[src/hdl/ptfr_pkg.sv]
// ----------------------------------------------------------------------------
// ptfr_pkg
// Types and codes shared by the paged translation block with FIFO replacement.
// ----------------------------------------------------------------------------
package ptfr_pkg;

    localparam int FUNC_W   = 2;
    localparam int ADDR_W   = 16;
    localparam int PAGE_W   = 6;
    localparam int FRAME_W  = 6;
    localparam int STATUS_W = 3;
    localparam int CFG_W    = 7;

    localparam logic [FUNC_W-1:0] FUNC_READ    = 2'd0;
    localparam logic [FUNC_W-1:0] FUNC_WRITE   = 2'd1;
    localparam logic [FUNC_W-1:0] FUNC_INSTALL = 2'd2;

    localparam logic [STATUS_W-1:0] ST_HIT       = 3'd0;
    localparam logic [STATUS_W-1:0] ST_FAULT     = 3'd1;
    localparam logic [STATUS_W-1:0] ST_RANGE     = 3'd2;
    localparam logic [STATUS_W-1:0] ST_NO_FRAME  = 3'd3;
    localparam logic [STATUS_W-1:0] ST_INSTALLED = 3'd4;

    typedef struct packed {
        logic [FUNC_W-1:0]  func;
        logic [ADDR_W-1:0]  logical_address;
        logic [PAGE_W-1:0]  install_page;
        logic [FRAME_W-1:0] install_frame;
    } t_req;

    typedef struct packed {
        logic [STATUS_W-1:0] status;
        logic [ADDR_W-1:0]   physical_address;
        logic [PAGE_W-1:0]   evicted_page;
        logic                needs_writeback;
    } t_rsp;

    typedef struct packed {
        logic [FRAME_W-1:0] frame;
        logic               resident;
        logic               dirty;
    } t_pte;

    typedef struct packed {
        logic append;
        logic advance;
    } t_ring_cmd;

    typedef struct packed {
        logic empty;
        logic full;
    } t_ring_stat;

endpackage

[src/hdl/ptfr_ram.sv]
// ----------------------------------------------------------------------------
// ptfr_ram
// Generic simple dual-port RAM: one write port, one read port, registered read.
// ----------------------------------------------------------------------------
module ptfr_ram #(
    parameter int WIDTH = 8,
    parameter int DEPTH = 64
) (
    input  logic                                        i_clk,
    input  logic                                        i_wr_en,
    input  logic [((DEPTH > 1) ? $clog2(DEPTH) : 1)-1:0] i_wr_addr,
    input  logic [WIDTH-1:0]                            i_wr_data,
    input  logic [((DEPTH > 1) ? $clog2(DEPTH) : 1)-1:0] i_rd_addr,
    output logic [WIDTH-1:0]                            o_rd_data
);

    logic [WIDTH-1:0] r_mem [DEPTH];
    logic [WIDTH-1:0] r_rd_data;

    always_ff @(posedge i_clk) begin
        if (i_wr_en) begin
            r_mem[i_wr_addr] <= i_wr_data;
        end
        r_rd_data <= r_mem[i_rd_addr];
    end

    assign o_rd_data = r_rd_data;

endmodule

[src/hdl/ptfr_ring.sv]
// ----------------------------------------------------------------------------
// ptfr_ring
// FIFO ring of resident pages: head and fill pointers over a ring RAM whose
// head entry is read continuously.
// ----------------------------------------------------------------------------
module ptfr_ring #(
    parameter int PAGES = 64
) (
    input  logic                       i_clk,
    input  logic                       i_rst_n,
    input  ptfr_pkg::t_ring_cmd        i_cmd,
    input  logic [$clog2(PAGES)-1:0]   i_page,
    output ptfr_pkg::t_ring_stat       o_stat,
    output logic [$clog2(PAGES)-1:0]   o_head_page
);

    import ptfr_pkg::*;

    localparam int PW = $clog2(PAGES);
    localparam int FW = $clog2(PAGES + 1);

    logic [PW-1:0] r_head, n_head;
    logic [FW-1:0] r_fill, n_fill;
    logic [31:0]   tail_sum;
    logic [PW-1:0] tail;

    assign tail_sum = 32'(r_head) + 32'(r_fill);
    assign tail     = PW'((tail_sum >= 32'(PAGES)) ? (tail_sum - 32'(PAGES)) : tail_sum);

    always_comb begin
        n_head = r_head;
        n_fill = r_fill;
        if (i_cmd.advance) begin
            n_head = (r_head == PW'(PAGES - 1)) ? '0 : r_head + 1'b1;
        end
        if (i_cmd.append && !i_cmd.advance) begin
            n_fill = r_fill + 1'b1;
        end
    end

    always_ff @(posedge i_clk) begin
        if (!i_rst_n) begin
            r_head <= '0;
            r_fill <= '0;
        end else begin
            r_head <= n_head;
            r_fill <= n_fill;
        end
    end

    ptfr_ram #(
        .WIDTH (PW),
        .DEPTH (PAGES)
    ) u_ring_ram (
        .i_clk     (i_clk),
        .i_wr_en   (i_cmd.append),
        .i_wr_addr (tail),
        .i_wr_data (i_page),
        .i_rd_addr (r_head),
        .o_rd_data (o_head_page)
    );

    assign o_stat.empty = (r_fill == '0);
    assign o_stat.full  = (r_fill == FW'(PAGES));

endmodule

[src/hdl/paged_translate_fifo_replace.sv]
// ----------------------------------------------------------------------------
// paged_translate_fifo_replace
// Page table with FIFO replacement. Translates read and write accesses,
// installs pages into frames and evicts the oldest resident page on a miss.
//
//   Channel   Valid          Ready          Payload
//   request   i_in_valid     o_in_ready     i_in_data  (ptfr_pkg::t_req)
//   response  o_out_valid    i_out_ready    o_out_data (ptfr_pkg::t_rsp)
//   config    i_cfg_valid    o_cfg_ready    i_cfg_data (pages_in_use)
//
// A hit, install or rejected request passes through S_LOOK and S_EMIT, a fault
// also through S_EVICT and S_FILL; the page table RAM's single read and write
// port sets this, as a fault reads two entries and writes two. After reset the
// page table is swept clear in S_CLEAR, during which no request is taken. A new
// request is taken while an earlier response still waits in the output register.
// ----------------------------------------------------------------------------
module paged_translate_fifo_replace #(
    parameter int PAGES       = 64,
    parameter int OFFSET_BITS = 10
) (
    input  logic                          i_clk,
    input  logic                          i_rst_n,
    input  logic                          i_in_valid,
    output logic                          o_in_ready,
    input  ptfr_pkg::t_req                i_in_data,
    output logic                          o_out_valid,
    input  logic                          i_out_ready,
    output ptfr_pkg::t_rsp                o_out_data,
    input  logic                          i_cfg_valid,
    output logic                          o_cfg_ready,
    input  logic [ptfr_pkg::CFG_W-1:0]    i_cfg_data
);

    import ptfr_pkg::*;

    localparam int PW = $clog2(PAGES);
    localparam logic [ADDR_W-1:0] OFF_MASK = ADDR_W'((32'd1 << OFFSET_BITS) - 32'd1);

    typedef enum logic [5:0] {
        S_CLEAR = 6'b000001,
        S_IDLE  = 6'b000010,
        S_LOOK  = 6'b000100,
        S_EVICT = 6'b001000,
        S_FILL  = 6'b010000,
        S_EMIT  = 6'b100000
    } t_state;

    t_state            r_state, n_state;
    logic [PW-1:0]     r_clr_idx, n_clr_idx;
    logic [CFG_W-1:0]  r_pages_in_use;
    t_req              r_req, n_req;
    logic [PW-1:0]     r_page_idx, n_page_idx;
    logic              r_ok, n_ok;
    logic [PW-1:0]     r_old, n_old;
    logic [FRAME_W-1:0] r_frame, n_frame;
    t_rsp              r_res, n_res;
    logic              r_o_valid, n_o_valid;
    t_rsp              r_o_data, n_o_data;

    logic [ADDR_W-1:0] in_page;
    logic              in_ok;
    logic              tbl_we;
    logic [PW-1:0]     tbl_wa;
    t_pte              tbl_wd;
    logic [PW-1:0]     tbl_ra;
    t_pte              tbl_rd;
    t_ring_cmd         ring_cmd;
    t_ring_stat        ring_stat;
    logic [PW-1:0]     head_page;
    logic              is_access;

    function automatic logic [ADDR_W-1:0] f_phys(input logic [FRAME_W-1:0] frame,
                                                 input logic [ADDR_W-1:0] addr);
        return ADDR_W'(32'(frame) << OFFSET_BITS) | (addr & OFF_MASK);
    endfunction

    assign in_page = (i_in_data.func == FUNC_INSTALL) ? ADDR_W'(i_in_data.install_page)
                                                      : (i_in_data.logical_address >> OFFSET_BITS);
    assign in_ok   = (i_in_data.func != FUNC_READ || 1'b1)
                     && (i_in_data.func == FUNC_READ || i_in_data.func == FUNC_WRITE
                         || i_in_data.func == FUNC_INSTALL)
                     && (32'(in_page) < 32'(r_pages_in_use))
                     && (32'(in_page) < 32'(PAGES));
    assign is_access = (r_req.func == FUNC_READ) || (r_req.func == FUNC_WRITE);

    always_comb begin
        n_state    = r_state;
        n_clr_idx  = r_clr_idx;
        n_req      = r_req;
        n_page_idx = r_page_idx;
        n_ok       = r_ok;
        n_old      = r_old;
        n_frame    = r_frame;
        n_res      = r_res;
        n_o_valid  = r_o_valid && !i_out_ready;
        n_o_data   = r_o_data;
        tbl_we     = 1'b0;
        tbl_wa     = r_page_idx;
        tbl_wd     = '0;
        tbl_ra     = r_page_idx;
        ring_cmd   = '0;

        unique case (r_state)
            S_CLEAR: begin
                tbl_we    = 1'b1;
                tbl_wa    = r_clr_idx;
                n_clr_idx = r_clr_idx + 1'b1;
                if (r_clr_idx == PW'(PAGES - 1)) begin
                    n_state = S_IDLE;
                end
            end
            S_IDLE: begin
                tbl_ra = in_page[PW-1:0];
                if (i_in_valid) begin
                    n_req      = i_in_data;
                    n_page_idx = in_page[PW-1:0];
                    n_ok       = in_ok;
                    n_state    = S_LOOK;
                end
            end
            S_LOOK: begin
                n_res        = '0;
                n_res.status = ST_RANGE;
                n_state      = S_EMIT;
                if (!r_ok) begin
                    n_res.status = ST_RANGE;
                end else if (!is_access) begin
                    n_res.status = ST_INSTALLED;
                    tbl_wd       = '{frame: r_req.install_frame, resident: 1'b1,
                                     dirty: tbl_rd.dirty};
                    if (tbl_rd.resident) begin
                        tbl_we = 1'b1;
                    end else if (!ring_stat.full) begin
                        tbl_we          = 1'b1;
                        ring_cmd.append = 1'b1;
                    end
                end else if (tbl_rd.resident) begin
                    n_res.status           = ST_HIT;
                    n_res.physical_address = f_phys(tbl_rd.frame, r_req.logical_address);
                    tbl_we                 = (r_req.func == FUNC_WRITE);
                    tbl_wd                 = '{frame: tbl_rd.frame, resident: 1'b1,
                                               dirty: 1'b1};
                end else if (ring_stat.empty) begin
                    n_res.status = ST_NO_FRAME;
                end else begin
                    n_old   = head_page;
                    tbl_ra  = head_page;
                    n_state = S_EVICT;
                end
            end
            S_EVICT: begin
                tbl_we                 = 1'b1;
                tbl_wa                 = r_old;
                tbl_wd                 = '{frame: tbl_rd.frame, resident: 1'b0, dirty: 1'b0};
                n_frame                = tbl_rd.frame;
                n_res.status           = ST_FAULT;
                n_res.physical_address = f_phys(tbl_rd.frame, r_req.logical_address);
                n_res.evicted_page     = PAGE_W'(r_old);
                n_res.needs_writeback  = tbl_rd.dirty;
                n_state                = S_FILL;
            end
            S_FILL: begin
                tbl_we           = 1'b1;
                tbl_wd           = '{frame: r_frame, resident: 1'b1,
                                     dirty: (r_req.func == FUNC_WRITE)};
                ring_cmd.append  = 1'b1;
                ring_cmd.advance = 1'b1;
                n_state          = S_EMIT;
            end
            S_EMIT: begin
                if (!r_o_valid || i_out_ready) begin
                    n_o_valid = 1'b1;
                    n_o_data  = r_res;
                    n_state   = S_IDLE;
                end
            end
            default: begin
                n_state = S_CLEAR;
            end
        endcase
    end

    always_ff @(posedge i_clk) begin
        if (!i_rst_n) begin
            r_state        <= S_CLEAR;
            r_clr_idx      <= '0;
            r_pages_in_use <= '0;
            r_o_valid      <= 1'b0;
        end else begin
            r_state   <= n_state;
            r_clr_idx <= n_clr_idx;
            r_o_valid <= n_o_valid;
            if (i_cfg_valid) begin
                r_pages_in_use <= i_cfg_data;
            end
        end
    end

    always_ff @(posedge i_clk) begin
        r_req      <= n_req;
        r_page_idx <= n_page_idx;
        r_ok       <= n_ok;
        r_old      <= n_old;
        r_frame    <= n_frame;
        r_res      <= n_res;
        r_o_data   <= n_o_data;
    end

    ptfr_ram #(
        .WIDTH ($bits(t_pte)),
        .DEPTH (PAGES)
    ) u_table_ram (
        .i_clk     (i_clk),
        .i_wr_en   (tbl_we),
        .i_wr_addr (tbl_wa),
        .i_wr_data (tbl_wd),
        .i_rd_addr (tbl_ra),
        .o_rd_data (tbl_rd)
    );

    ptfr_ring #(
        .PAGES (PAGES)
    ) u_ring (
        .i_clk       (i_clk),
        .i_rst_n     (i_rst_n),
        .i_cmd       (ring_cmd),
        .i_page      (r_page_idx),
        .o_stat      (ring_stat),
        .o_head_page (head_page)
    );

    assign o_in_ready  = (r_state == S_IDLE);
    assign o_out_valid = r_o_valid;
    assign o_out_data  = r_o_data;
    assign o_cfg_ready = 1'b1;

endmodule

[config.mk]
export PLATFORM = sky130hd
export DESIGN_NAME = paged_translate_fifo_replace
export DESIGN_NICKNAME = d
export VERILOG_FILES = /design/src/hdl/ptfr_pkg.sv /design/src/hdl/ptfr_ram.sv /design/src/hdl/ptfr_ring.sv /design/src/hdl/paged_translate_fifo_replace.sv
export SDC_FILE = /design/constraint.sdc
export NUM_CORES = 1
export LEC_CHECK = 0
export ABC_AREA = 0
export CAP_MARGIN = 0
export CORE_ASPECT_RATIO = 1.25
export CORE_MARGIN = 2
export CORE_UTILIZATION = 55
export DETAILED_ROUTE_END_ITERATION = 8
export DONT_BUFFER_PORTS = 1
export PLACE_DENSITY = 0.66
export SYNTH_ARGS = -nofsm -noshare
export SYNTH_HDL_FRONTEND = slang
export SYNTH_HIERARCHICAL = 1
export SYNTH_SLANG_ARGS = --single-unit
[constraint.sdc]
create_clock -name i_clk -period 8.9 [get_ports i_clk]
set_input_delay 1.335 -clock i_clk [delete_from_list [all_inputs] [get_ports i_clk]]
set_output_delay 1.335 -clock i_clk [all_outputs]
set_load 0.005 [all_outputs]
==> Flow_metrics.wiki <==
{| class="wikitable"
! Metric !! Value
|-
| Xor and xnor fraction of the mapped netlist area || 0.00345
|-
| Fin. max-slew vios || 0
|-
| Hold Slack || ~0.42 ns
|-
| Final critical delay including setup and external delays || 5.49 ns
|-
| Synthesized Nets || between 2000 and 2500
|-
| Area share of the largest cell type after synthesis || 0.727
|-
| Post-synthesis to final-layout area growth || 9.33%
|-
| Clock tree root buffer cell || sky130_fd_sc_hd__clkbuf_16
|-
| Maximum root-to-sink buffer count || 3
|-
| Pre-antenna DRT Iters || 5
|-
| Synth area leader || sky130_fd_sc_hd__edfxtp_1
|-
| Cell Rows || roughly 110
|-
| Outcome || finished clean
|-
| Count of instances resized after the clock tree is built || 0
|-
| Number of top-level pins || a little over 70
|-
| Antenna violations before repair || 0
|-
| Clock Sinks || 1032
|-
| #FFs+latches synth || 1032
|-
| Final routed wire length divided by cell count || roughly 28 um
|-
| Count of endpoints failing hold in the final timing report || 0
|-
| Cts-stage hold buffer count || 0
|-
| Leakage Power || 0.0127 uW
|-
| Peak fanout along the critical path || just over 100
|-
| Maximum number of pins on one net before global-route repair || approximately 100
|-
| Max Cap Viol || 0
|-
| Summed negative setup slack over all endpoints || 0 ns
|-
| Worst-Margin Slew || around 1.3 ns
|-
| Clock edge transition at the registers on the reported setup and hold paths || about 0.06 ns
|-
| Global-route wire length before repair || around 130000 um
|-
| Initial core utilization || 0.555
|-
| Required @ worst endpoint || 9.40 ns
|-
| Top_reg_cell synth || sky130_fd_sc_hd__edfxtp_1
|-
| Unique masters post-synth || between 70 and 80
|-
| Type of destination of the critical path || flip-flop
|-
| Post-synthesis cell count || around 2100
|-
| Power Dens Cells || 211 mW/mm2
|-
| Buffers inserted during post-CTS setup optimization || 0
|-
| Final nets || between 2000 and 2500
|-
| Largest vdd supply drop || roughly 0.00019 V
|-
| Number of global-route vias before repair || between 15000 and 20000
|-
| Main combinational cell family by area after synthesis || multiplexers
|-
| Detailed-route wire length || 86000 um
|-
| Worst min path class || reg -> reg
|-
| Leading post-synthesis cells by cell area || sky130_fd_sc_hd__edfxtp_1 73%, sky130_fd_sc_hd__mux4_2 12%, sky130_fd_sc_hd__dfxtp_1 2.3%, sky130_fd_sc_hd__nor2_1 1.5%, sky130_fd_sc_hd__mux2i_1 1.2%
|-
| Synthesis warning total || 6
|-
| Quantity of I/O buffers inserted on ports || 0
|-
| Final weighted congestion in routability-driven placement || 0.831
|-
| Clock latency on the worst-skew pair || between 0.6 and 0.7 ns
|-
| Average size of a mapped cell || a little under 20 um2
|-
| Total Routing Usage GR || 0.232
|-
| Via-per-instance ratio || 6.25
|-
| Final clock period utilization by the worst path || 0.617
|-
| Worst endpoint data arrival time || between 5 and 6 ns
|-
| Layout cell share with drive strength beyond 1 || 0.201
|-
| Count of flip-flops with a built-in enable after synthesis || 985
|-
| Antenna cells || 0
|-
| Mapped cell area || slightly above 0.04 mm2
|-
| Clk_skew || between 0.02 and 0.025 ns
|-
| Height of the chip || between 300 and 400 um
|-
| H-tree Lvls || 3
|-
| Worst max-slew margin expressed relative to the limit || 0.158
|-
| Share of synthesized flip-flops with an asynchronous set or reset || 0
|-
| Setup repair after global routing missed its margin || false
|-
| Crit Path Class || reg -> reg
|-
| Antenna Violating Nets Remaining || 0
|-
| CTS Buf Count || 96
|-
| Die Wd || about 250 um
|-
| Synthesized-area fraction occupied by adder cells || 0.00480
|-
| Drt drc || 0
|-
| Fraction of the mapped netlist area in compound gates || 0.0325
|-
| Portion of the post-synthesis area used by sequential elements || 0.750
|-
| Placeable Area || between 0.07 and 0.08 mm2
|-
| Mux share of post-synthesis cell area || 0.141
|-
| Final number of setup-violating endpoints || 0
|-
| Startpoint Class || flip-flop
|-
| Area fraction in and, or, nand and nor cells after synthesis || 0.0505
|-
| Number of violations reported at the end of detailed-routing iteration 0 || between 1500 and 2000
|-
| Fmax || between 0.15 and 0.2 GHz
|-
| TritonCTS clock tree || yes
|-
| Final global-route overflow total || 0
|-
| Die area || about 0.076 mm2
|-
| Final HPWL DP || 52900 um
|-
| Via count || 19486
|}
## worst max-delay path: stages, from the launching register on
cell	delay, ns
sky130_fd_sc_hd__dfxtp_1	0.39
sky130_fd_sc_hd__inv_1	0.11
sky130_fd_sc_hd__ha_1	0.20
sky130_fd_sc_hd__nand2_1	0.06
sky130_fd_sc_hd__nor2_1	0.07
sky130_fd_sc_hd__nor4b_1	0.37
sky130_fd_sc_hd__and3_1	0.72
sky130_fd_sc_hd__a221o_4	0.78
sky130_fd_sc_hd__buf_12	0.61
sky130_fd_sc_hd__mux4_2	0.60
sky130_fd_sc_hd__nor2b_1	0.17
sky130_fd_sc_hd__a2111oi_0	0.88
sky130_fd_sc_hd__o41ai_1	0.15
## area by class of cell
| class | count | area (um2) |
|---|---|---|
| Multi-Input combinational cell | 905 | 9510 |
| Timing Repair Buffer | 30 | 238 |
| Inverter | 19 | 71.3 |
| Fill cell | 5179 | 28900 |
| Sequential cell | 1032 | 30500 |
| Clock inverter | 47 | 370 |
| Clock buffer | 124 | 2550 |
| Tap cell | 960 | 1200 |
## cell usage after synthesis (4+ instances only)
library cell / n
sky130_fd_sc_hd__a211oi_1: 12
sky130_fd_sc_hd__a21oi_1: 18
sky130_fd_sc_hd__a221o_1: 18
sky130_fd_sc_hd__a221oi_1: 10
sky130_fd_sc_hd__a22oi_1: 5
sky130_fd_sc_hd__a31oi_1: 5
sky130_fd_sc_hd__and2_1: 27
sky130_fd_sc_hd__and3_1: 5
sky130_fd_sc_hd__buf_1: 4
sky130_fd_sc_hd__buf_12: 4
sky130_fd_sc_hd__buf_2: 29
sky130_fd_sc_hd__buf_4: 17
sky130_fd_sc_hd__buf_6: 10
sky130_fd_sc_hd__clkbuf_1: 37
sky130_fd_sc_hd__dfxtp_1: 47
sky130_fd_sc_hd__edfxtp_1: 985
sky130_fd_sc_hd__ha_1: 14
sky130_fd_sc_hd__inv_1: 18
sky130_fd_sc_hd__mux2_2: 27
sky130_fd_sc_hd__mux2i_1: 47
sky130_fd_sc_hd__mux4_1: 6
sky130_fd_sc_hd__mux4_2: 213
sky130_fd_sc_hd__nand2_1: 48
sky130_fd_sc_hd__nand2b_1: 18
sky130_fd_sc_hd__nand3_1: 28
sky130_fd_sc_hd__nand3b_1: 8
sky130_fd_sc_hd__nand4_1: 7
sky130_fd_sc_hd__nor2_1: 165
sky130_fd_sc_hd__nor2b_1: 50
sky130_fd_sc_hd__nor3_1: 14
sky130_fd_sc_hd__nor3b_1: 6
sky130_fd_sc_hd__o21a_1: 6
sky130_fd_sc_hd__o21ai_0: 11
sky130_fd_sc_hd__o21ai_1: 8
sky130_fd_sc_hd__o221ai_1: 17
sky130_fd_sc_hd__o22a_1: 6
sky130_fd_sc_hd__o22ai_1: 22
sky130_fd_sc_hd__or3_1: 7
sky130_fd_sc_hd__xnor2_1: 11
sky130_fd_sc_hd__xor2_1: 5
## kinds of logic after synthesis
family,Yosys count
other cells,1
fa+ha+maj,15
xor+xnor,16
buf+inv,121
simple gates,405
compound gates,175
flops,1032
mux,293
## placed cells by master (no fill, tap or decap), types with 8 or more instances in the layout
cell / n
sky130_fd_sc_hd__o221ai_1: 17
sky130_fd_sc_hd__xnor2_1: 11
sky130_fd_sc_hd__a211oi_1: 12
sky130_fd_sc_hd__mux2i_1: 47
sky130_fd_sc_hd__nand2_1: 48
sky130_fd_sc_hd__o22ai_1: 22
sky130_fd_sc_hd__clkinv_1: 18
sky130_fd_sc_hd__and2_1: 27
sky130_fd_sc_hd__a21oi_1: 18
sky130_fd_sc_hd__nor2b_1: 50
sky130_fd_sc_hd__o21ai_1: 8
sky130_fd_sc_hd__a221oi_1: 10
sky130_fd_sc_hd__dfxtp_1: 44
sky130_fd_sc_hd__nand3_1: 28
sky130_fd_sc_hd__buf_4: 29
sky130_fd_sc_hd__a221o_1: 8
sky130_fd_sc_hd__inv_1: 18
sky130_fd_sc_hd__ha_1: 14
sky130_fd_sc_hd__clkbuf_16: 97
sky130_fd_sc_hd__nand3b_1: 8
sky130_fd_sc_hd__mux2_2: 27
sky130_fd_sc_hd__o21ai_0: 10
sky130_fd_sc_hd__nor3_1: 14
sky130_fd_sc_hd__clkinv_2: 15
sky130_fd_sc_hd__edfxtp_1: 985
sky130_fd_sc_hd__nand2b_1: 18
sky130_fd_sc_hd__mux4_2: 213
sky130_fd_sc_hd__clkbuf_1: 25
sky130_fd_sc_hd__nor2_1: 164
## flip-flops by register name, summed over array words and instances, names as in the netlist, 7 cells and up
signal / count
u_ring/r_fill: 7
r_res: 26
u_table_ram/o_rd_data: 8
u_table_ram/r_mem: 512
r_req: 18
u_ring/u_ring_ram/r_mem: 384
o_out_data: 26
r_pages_in_use: 7
## where the power goes
group / leakage (uW) / internal (uW) / total, uW / switching [uW]
Clock: 0.00143 / 2140 / 3840 / 1710
Sequential: 0.00839 / 5310 / 5330 / 21.4
Combinational: 0.00284 / 56.3 / 191 / 134
## metal layers
layer  global-route usage  part of all wire  up-vias
met1                0.300              0.39    10272
met4               0.0812             0.031        0
li1                     -                 -     8467
met2                0.404              0.53      603
met5                    0                 0        -
met3               0.0308             0.050      144
## worst paths after layout
path                                                     from                               end  slack [ns]  cells after the start
worst max-delay path            u_ring/r_fill[1]$_SDFFE_PN0P_  u_table_ram/o_rd_data[3]$_DFF_P_        3.41                     12
worst min-delay path                       r_res[7]$_DFFE_PP_           o_out_data[7]$_DFFE_PP_        0.42                      0
worst max register to register  u_ring/r_fill[1]$_SDFFE_PN0P_  u_table_ram/o_rd_data[3]$_DFF_P_        3.41                     12
worst min register to register             r_res[7]$_DFFE_PP_           o_out_data[7]$_DFFE_PP_        0.42                      0
## stage by stage
step	cells	total power (uW)	cell area (um2)	utilization	setup WS, ns
floorplan	2058	5550	40700	-	4.69
global placement	2946	5620	41500	0.567	3.85
detailed placement	2946	5620	41500	0.567	3.59
CTS	3117	9430	44500	0.606	3.40
global route	3117	9630	44500	0.606	2.95
finish	3117	9370	44500	0.606	3.41
No activity file was read; power rests on OpenSTA's default activity.
